**config.mk**
```make
export PLATFORM = sky130hd
export DESIGN_NAME = signed_floor_divmod_top
export DESIGN_NICKNAME = d
export VERILOG_FILES = /design/src/rtl/core/sfdm_pkg.sv /design/src/rtl/core/signed_floor_divmod_top.sv /design/src/rtl/core/sfdm_prep.sv /design/src/rtl/core/sfdm_cell.sv /design/src/rtl/core/sfdm_fix.sv
export SDC_FILE = /design/constraint.sdc
export NUM_CORES = 1
export LEC_CHECK = 0
export BUFFER_PORTS_ARGS = -buffer_cell sky130_fd_sc_hd__buf_2
export CAP_MARGIN = 20
export CORE_MARGIN = 2
export CORE_UTILIZATION = 25
export DETAILED_ROUTE_END_ITERATION = 12
export GPL_TIMING_DRIVEN = 0
export PLACE_DENSITY_LB_ADDON = 0.15
export SYNTH_ARGS = -nofsm -noshare
export SYNTH_HDL_FRONTEND = slang
export SYNTH_SLANG_ARGS = --single-unit
```
**constraint.sdc**
```tcl
create_clock -name clk -period 11.25 [get_ports clk]
set_clock_uncertainty 0.2 [all_clocks]
set_input_delay 2.25 -clock clk [delete_from_list [all_inputs] [get_ports clk]]
set_output_delay 2.25 -clock clk [all_outputs]
set_load 0.005 [all_outputs]
```
**src/rtl/core/sfdm_pkg.sv**
```systemverilog
// Shared types and constants for the signed floored divider.
// No dependencies; imported by every module under rtl/core.
`timescale 1ns / 1ps

package sfdm_pkg;

	localparam int DATA_WIDTH = 16;
	localparam int OUT_WIDTH  = DATA_WIDTH + 1;

	// Word handed from cell to cell along the divider chain.
	typedef struct packed {
		logic [DATA_WIDTH-1:0] rem;   // partial remainder
		logic [DATA_WIDTH-1:0] qa;    // dividend bits shifting out, quotient bits shifting in
		logic [DATA_WIDTH-1:0] dvs;   // divisor magnitude
		logic                  neg;   // effective dividend is negative
		logic                  zdiv;  // divisor was zero
		logic [DATA_WIDTH-1:0] dvd;   // raw dividend, for the zero divisor case
	} sfdm_word_t;

endpackage

```
**src/rtl/core/signed_floor_divmod_top.sv**
```systemverilog
// Throughput: one word per cycle while no rsp_stall backs up the chain; the chain is one
// sign stage, one restoring cell per quotient bit, and the floor-correction output
// register.
// Stages fill bubbles independently, so input keeps flowing while a result waits, until the chain is full.
// Reset: arst_n clears all valid flags asynchronously; no clearing pass.
// Depends on sfdm_pkg, sfdm_prep, sfdm_cell, sfdm_fix.
`timescale 1ns / 1ps

module signed_floor_divmod_top import sfdm_pkg::*; (
	input  logic                 clk,
	input  logic                 arst_n,
	input  logic                 req_valid,
	output logic                 req_stall,
	input  logic [DATA_WIDTH-1:0] dividend,
	input  logic [DATA_WIDTH-1:0] divisor,
	output logic                 rsp_valid,
	input  logic                 rsp_stall,
	output logic [OUT_WIDTH-1:0] quotient,
	output logic [OUT_WIDTH-1:0] remainder,
	output logic                 zero_divisor
);

	logic       chain_valid [DATA_WIDTH+1];
	logic       chain_ready [DATA_WIDTH+1];
	sfdm_word_t chain_word  [DATA_WIDTH+1];
	logic       prep_ready;

	assign req_stall = !prep_ready;

	sfdm_prep u_prep (
		.clk       (clk),
		.arst_n    (arst_n),
		.in_valid  (req_valid),
		.in_ready  (prep_ready),
		.dividend  (dividend),
		.divisor   (divisor),
		.out_valid (chain_valid[0]),
		.out_ready (chain_ready[0]),
		.out_word  (chain_word[0])
	);

	for (genvar i = 0; i < DATA_WIDTH; i++) begin : g_cell
		sfdm_cell u_cell (
			.clk       (clk),
			.arst_n    (arst_n),
			.in_valid  (chain_valid[i]),
			.in_ready  (chain_ready[i]),
			.in_word   (chain_word[i]),
			.out_valid (chain_valid[i+1]),
			.out_ready (chain_ready[i+1]),
			.out_word  (chain_word[i+1])
		);
	end

	sfdm_fix u_fix (
		.clk          (clk),
		.arst_n       (arst_n),
		.in_valid     (chain_valid[DATA_WIDTH]),
		.in_ready     (chain_ready[DATA_WIDTH]),
		.in_word      (chain_word[DATA_WIDTH]),
		.out_valid    (rsp_valid),
		.out_stall    (rsp_stall),
		.quotient     (quotient),
		.remainder    (remainder),
		.zero_divisor (zero_divisor)
	);

endmodule

```
**src/rtl/core/sfdm_prep.sv**
```systemverilog
// Sign handling stage: magnitudes, sign of the result, zero divisor detect.
// Depends on sfdm_pkg.
`timescale 1ns / 1ps

module sfdm_prep import sfdm_pkg::*; (
	input  logic                  clk,
	input  logic                  arst_n,
	input  logic                  in_valid,
	output logic                  in_ready,
	input  logic [DATA_WIDTH-1:0] dividend,
	input  logic [DATA_WIDTH-1:0] divisor,
	output logic                  out_valid,
	input  logic                  out_ready,
	output sfdm_word_t            out_word
);

	logic       valid_q;
	sfdm_word_t word_q;
	sfdm_word_t word_d;
	logic       a_neg;
	logic       b_neg;

	assign a_neg = dividend[DATA_WIDTH-1];
	assign b_neg = divisor[DATA_WIDTH-1];

	always_comb begin
		word_d      = '0;
		// magnitude of the most negative value fits unsigned
		word_d.rem  = '0;
		word_d.qa   = a_neg ? (~dividend + 1'b1) : dividend;
		word_d.dvs  = b_neg ? (~divisor + 1'b1) : divisor;
		word_d.neg  = a_neg ^ b_neg;
		word_d.zdiv = (divisor == '0);
		word_d.dvd  = dividend;
	end

	assign in_ready  = !valid_q || out_ready;
	assign out_valid = valid_q;
	assign out_word  = word_q;

	always_ff @(posedge clk or negedge arst_n) begin
		if (!arst_n) begin
			valid_q <= 1'b0;
		end else if (in_ready) begin
			valid_q <= in_valid;
		end
	end

	always_ff @(posedge clk) begin
		if (in_ready && in_valid) begin
			word_q <= word_d;
		end
	end

endmodule

```
**src/rtl/core/sfdm_cell.sv**
```systemverilog
// One restoring division step: shifts in a dividend bit, subtracts if it fits.
// Depends on sfdm_pkg.
`timescale 1ns / 1ps

module sfdm_cell import sfdm_pkg::*; (
	input  logic       clk,
	input  logic       arst_n,
	input  logic       in_valid,
	output logic       in_ready,
	input  sfdm_word_t in_word,
	output logic       out_valid,
	input  logic       out_ready,
	output sfdm_word_t out_word
);

	logic                  valid_q;
	sfdm_word_t            word_q;
	sfdm_word_t            word_d;
	logic [DATA_WIDTH-1:0] trial;
	logic                  fits;

	// for a nonzero divisor the partial remainder stays below it, so its top bit is always clear
	assign trial = {in_word.rem[DATA_WIDTH-2:0], in_word.qa[DATA_WIDTH-1]};
	assign fits  = (trial >= in_word.dvs);

	always_comb begin
		word_d     = in_word;
		word_d.rem = fits ? (trial - in_word.dvs) : trial;
		word_d.qa  = {in_word.qa[DATA_WIDTH-2:0], fits};
	end

	assign in_ready  = !valid_q || out_ready;
	assign out_valid = valid_q;
	assign out_word  = word_q;

	always_ff @(posedge clk or negedge arst_n) begin
		if (!arst_n) begin
			valid_q <= 1'b0;
		end else if (in_ready) begin
			valid_q <= in_valid;
		end
	end

	always_ff @(posedge clk) begin
		if (in_ready && in_valid) begin
			word_q <= word_d;
		end
	end

endmodule

```
**src/rtl/core/sfdm_fix.sv**
```systemverilog
// Floor correction of the unsigned quotient and remainder, and the output register.
// Depends on sfdm_pkg.
`timescale 1ns / 1ps

module sfdm_fix import sfdm_pkg::*; (
	input  logic                 clk,
	input  logic                 arst_n,
	input  logic                 in_valid,
	output logic                 in_ready,
	input  sfdm_word_t           in_word,
	output logic                 out_valid,
	input  logic                 out_stall,
	output logic [OUT_WIDTH-1:0] quotient,
	output logic [OUT_WIDTH-1:0] remainder,
	output logic                 zero_divisor
);

	logic                 valid_q;
	logic [OUT_WIDTH-1:0] quo_q;
	logic [OUT_WIDTH-1:0] rem_q;
	logic                 zdiv_q;
	logic [OUT_WIDTH-1:0] quo_d;
	logic [OUT_WIDTH-1:0] rem_d;
	logic [OUT_WIDTH-1:0] q_mag;
	logic [OUT_WIDTH-1:0] r_mag;

	assign q_mag = {1'b0, in_word.qa};
	assign r_mag = {1'b0, in_word.rem};

	always_comb begin
		priority if (in_word.zdiv) begin
			quo_d = '0;
			rem_d = {in_word.dvd[DATA_WIDTH-1], in_word.dvd};
		end else if (!in_word.neg) begin
			quo_d = q_mag;
			rem_d = r_mag;
		end else if (in_word.rem == '0) begin
			quo_d = ~q_mag + 1'b1;
			rem_d = '0;
		end else begin
			// floor of a negative fraction: -Q-1, remainder folds to B-R
			quo_d = ~q_mag;
			rem_d = {1'b0, in_word.dvs - in_word.rem};
		end
	end

	assign in_ready     = !valid_q || !out_stall;
	assign out_valid    = valid_q;
	assign quotient     = quo_q;
	assign remainder    = rem_q;
	assign zero_divisor = zdiv_q;

	always_ff @(posedge clk or negedge arst_n) begin
		if (!arst_n) begin
			valid_q <= 1'b0;
		end else if (in_ready) begin
			valid_q <= in_valid;
		end
	end

	always_ff @(posedge clk) begin
		if (in_ready && in_valid) begin
			quo_q  <= quo_d;
			rem_q  <= rem_d;
			zdiv_q <= in_word.zdiv;
		end
	end

`ifndef SYNTHESIS
	a_rem_below_divisor: assert property (@(posedge clk) disable iff (!arst_n)
		in_valid && !in_word.zdiv |-> in_word.rem < in_word.dvs)
		else $error("partial remainder not below divisor");

	a_zero_quotient: assert property (@(posedge clk) disable iff (!arst_n)
		valid_q && zdiv_q |-> quo_q == '0)
		else $error("zero divisor word with nonzero quotient");

	a_rem_range: assert property (@(posedge clk) disable iff (!arst_n)
		valid_q && !zdiv_q |-> rem_q[OUT_WIDTH-1:OUT_WIDTH-2] == 2'b00)
		else $error("remainder out of range");

	a_load_valid: assert property (@(posedge clk) disable iff (!arst_n)
		in_valid && in_ready |=> valid_q)
		else $error("accepted word lost at output register");
`endif

endmodule

```
==> out/metrics.cfg <==
[detailed_routing]
drt_wl_total_mm=105
viasPerCell=4.16
wl_per_cell_um=16.2
drt_iter0_drc=1513
dr.pass1.iters=5
vias=26900
drc=0
antenna_left=0

[floorplanning]
boundaryPins=73
row_count=164
dieArea_sq_um=204000
initial_core_util_pct=25.1
core_area_sq_um=199000
die_h_um=451
die_width_um=451

[logic_synthesis]
synthesis.nets=3788
async_flop_share_pct=1.60
synth_seq_area_share_pct=67.5
synth_warnings=0
synth_ff_type=edfxtp_1
synth_area_per_cell_sq_um=14.4
synthCells=3476
synth_seq_cells=1128
synth_edf_count=1110
syn_area_sq_um=50000
synth_cell_types=81

[worst_setup_path]
rr_worst_depth=12
slowest_stage=nor4_1
cp-end-kind=output pin
critPathRequiredTime_ns=8.80
worstReg2RegEnd=g_cell[2].u_cell.out_word[63]
startpoint_type=primary input
cp.arrival_ns=4.57
slowest_delay_ns=0.78
reg2reg_from=g_cell[1].u_cell.out_word[49]
crit_family=simple AND/OR/NAND/NOR gates
worst-setup-path-type=in -> out
critPathMaxFanout=7
crit_chain=buf_2 > nand4_1 > inv_1 > and3_1 > nand3_1 > nor4_1 > nand3_1 > inv_1 > buf_2
cp_num_buf_inv=4
reg2reg_slack_ns=7.09

[layout]
fillCellCount=19900
nets=4005
area_delta_synth_final_pct=17.0
layout_commonest_cell=edfxtp_1
final_cell_mix=edfxtp_1 (1110), inv_1 (365), ha_1 (260)
final_core_util_pct=29.4
drive_gt1_share_pct=12.5

[place]
dp_slack_ns=4.21
hpwlAfterDp_mm=78.5
numPortBuffers=71
gp_congestion=0.784

[timing]
hold_viol=0
tightest_slew_ns=0.949
rsz0062_at_grt=no
fmax_mhz=143
finalCritPeriodShare_pct=62.4
period_needed_ns=7.02
setup_viol=0
slew_headroom_pct=36.1
setup_slack_ns=4.23
slew_violations=0

[pwr]
power_leakage_nw=22.3
peakVddDrop_uv=125
power.total_mw=14.3
p_per_area_nw_per_um2=244

[clocking]
post_cts_buffers=0
cts_tree=yes
clock_sinks=1128
cts_resized=0
cts_made_buffers=119
clockRootBuffer=clkbuf_16
cts_hold_buf=0
cts-htree-levels=3
clk_latency_ns=0.72
ctsLongestPathBuffers=3
clkTransAtPathRegs_ns=0.06

[grt]
grt_pass1_wl_mm=165
grt_usage_pct=10.3
grt_pass1_vias=28000
grt_start_max_net_pins=65
grt-ovfl-total=0
antenna_found_initial=7

[hold_path]
hold_path.class=reg -> reg
min_to=g_cell[14].u_cell.out_word[5]
min_from=g_cell[13].u_cell.out_word[5]
whs_path_depth=0

[job]
drv_cap=0

[outcome]
outcome=finished, final reports clean

-- per-layer routing --
metal / vias up / GRT usage (%) / wire [um]
met2: 362 / 17.4 / 50200
li1: 13400 / - / -
met4: 6 / 3.18 / 3200
met3: 170 / 1.94 / 3510
met5: - / 0 / 38
met1: 12900 / 13.2 / 47600
-- cell usage after synthesis, types with 12 or more instances --
master	n	area, sq um
mux2_2	105	1180
nand2_1	176	661
a41o_1	13	130
nor2_1	136	510
dfrtp_1	18	450
a31oi_1	26	163
a21o_1	74	556
a311oi_1	12	105
mux2i_1	32	320
a21boi_0	14	105
a21oi_1	143	716
nand2b_1	44	275
or2_2	13	81.3
nand3_1	56	280
nor4_1	25	156
fa_1	16	320
xnor2_1	105	920
and2_1	23	144
and3_1	22	138
o22ai_1	12	75.1
xor2_1	98	858
mux2_4	13	195
inv_1	365	1370
o21ai_0	183	916
edfxtp_1	1110	33300
nand4_1	23	144
nor3_1	35	175
ha_1	260	3250
o31ai_1	30	225
clkbuf_1	29	109
o21a_1	47	353
nor2b_1	48	300
-- worst register-to-register path, stage by stage (launching register included) --
cell	delay, ns
edfxtp_1	0.55
inv_1	0.11
ha_1	0.22
fa_1	0.41
nor2b_1	0.12
o21ai_1	0.09
a21boi_0	0.28
o21ai_0	0.17
a21oi_1	0.53
a221oi_2	0.19
o21ai_2	0.38
buf_4	0.30
mux2_2	0.37
-- final cells by class --
class                      count  area, sq um  share of cell area [%]
sequential                  1128        33800                    57.7
tap                         2656         3320                    5.68
clock buffer                 138         3090                    5.28
clock inverter                86         1030                    1.75
timing repair buffer          96          923                    1.58
inverter                     366         1370                    2.35
antenna                        2         5.00                 0.00855
multi-input combinational   1942        14800                    25.3
buffer                        40          201                   0.344
-- flip-flops by register name (all words and copies together) (netlist names) --
name,flops
g_cell.u_cell.out_valid,16
g_cell.u_cell.out_word,1026
u_fix.out_valid,1
u_fix.quotient,17
u_fix.remainder,17
u_fix.zero_divisor,1
u_prep.out_valid,1
u_prep.out_word,49
-- where the power goes --
part           switching (mW)  total (mW)  internal [mW]
Combinational            2.33        4.02           1.70
Clock                    1.67        4.14           2.47
Sequential              0.415        6.14           5.72
-- kinds of logic (layout without fill, tap and decap cells) --
| logic type | count (synthesis) | in the layout | share of synthesized area, % |
|---|---|---|---|
| muxes | 150 | 150 | 3.39 |
| DFF | 1128 | 1128 | 67.5 |
| other | 0 | 2 | 0 |
| AOI/OAI and AO/OA | 666 | 666 | 8.78 |
| xor gates and xnor gates | 203 | 203 | 3.55 |
| and+or+nand+nor | 647 | 647 | 6.48 |
| buffers and inverters | 406 | 726 | 3.15 |
| adders and majority gates | 276 | 276 | 7.14 |
-- worst max path at each step --
stage                   start                            end  slack, ns  cells past startpoint
global route        rsp_stall                      req_stall       3.89                      9
finish              rsp_stall                      req_stall       4.23                      9
floorplan           rsp_stall   g_cell[4].u_cell.out_word[0]       2.86                      6
CTS                 rsp_stall                      req_stall       4.20                      9
global placement    rsp_stall  g_cell[4].u_cell.out_word[49]      -0.14                      7
detailed placement  rsp_stall                      req_stall       4.21                      9
-- through the flow --
step	setup TNS, ns	instances	hold WS [ns]	cell area, sq um
final	0	6454	0.207	58500
after detailed placement	0	6228	0.205	54400
after floorplan	0	3476	0.200	50000
after CTS	0	6452	0.214	58500
after global placement	-7.56	6203	0.201	53700
after global routing	0	6454	0.216	58500
Note: power is estimated with default switching activity, not from simulation.
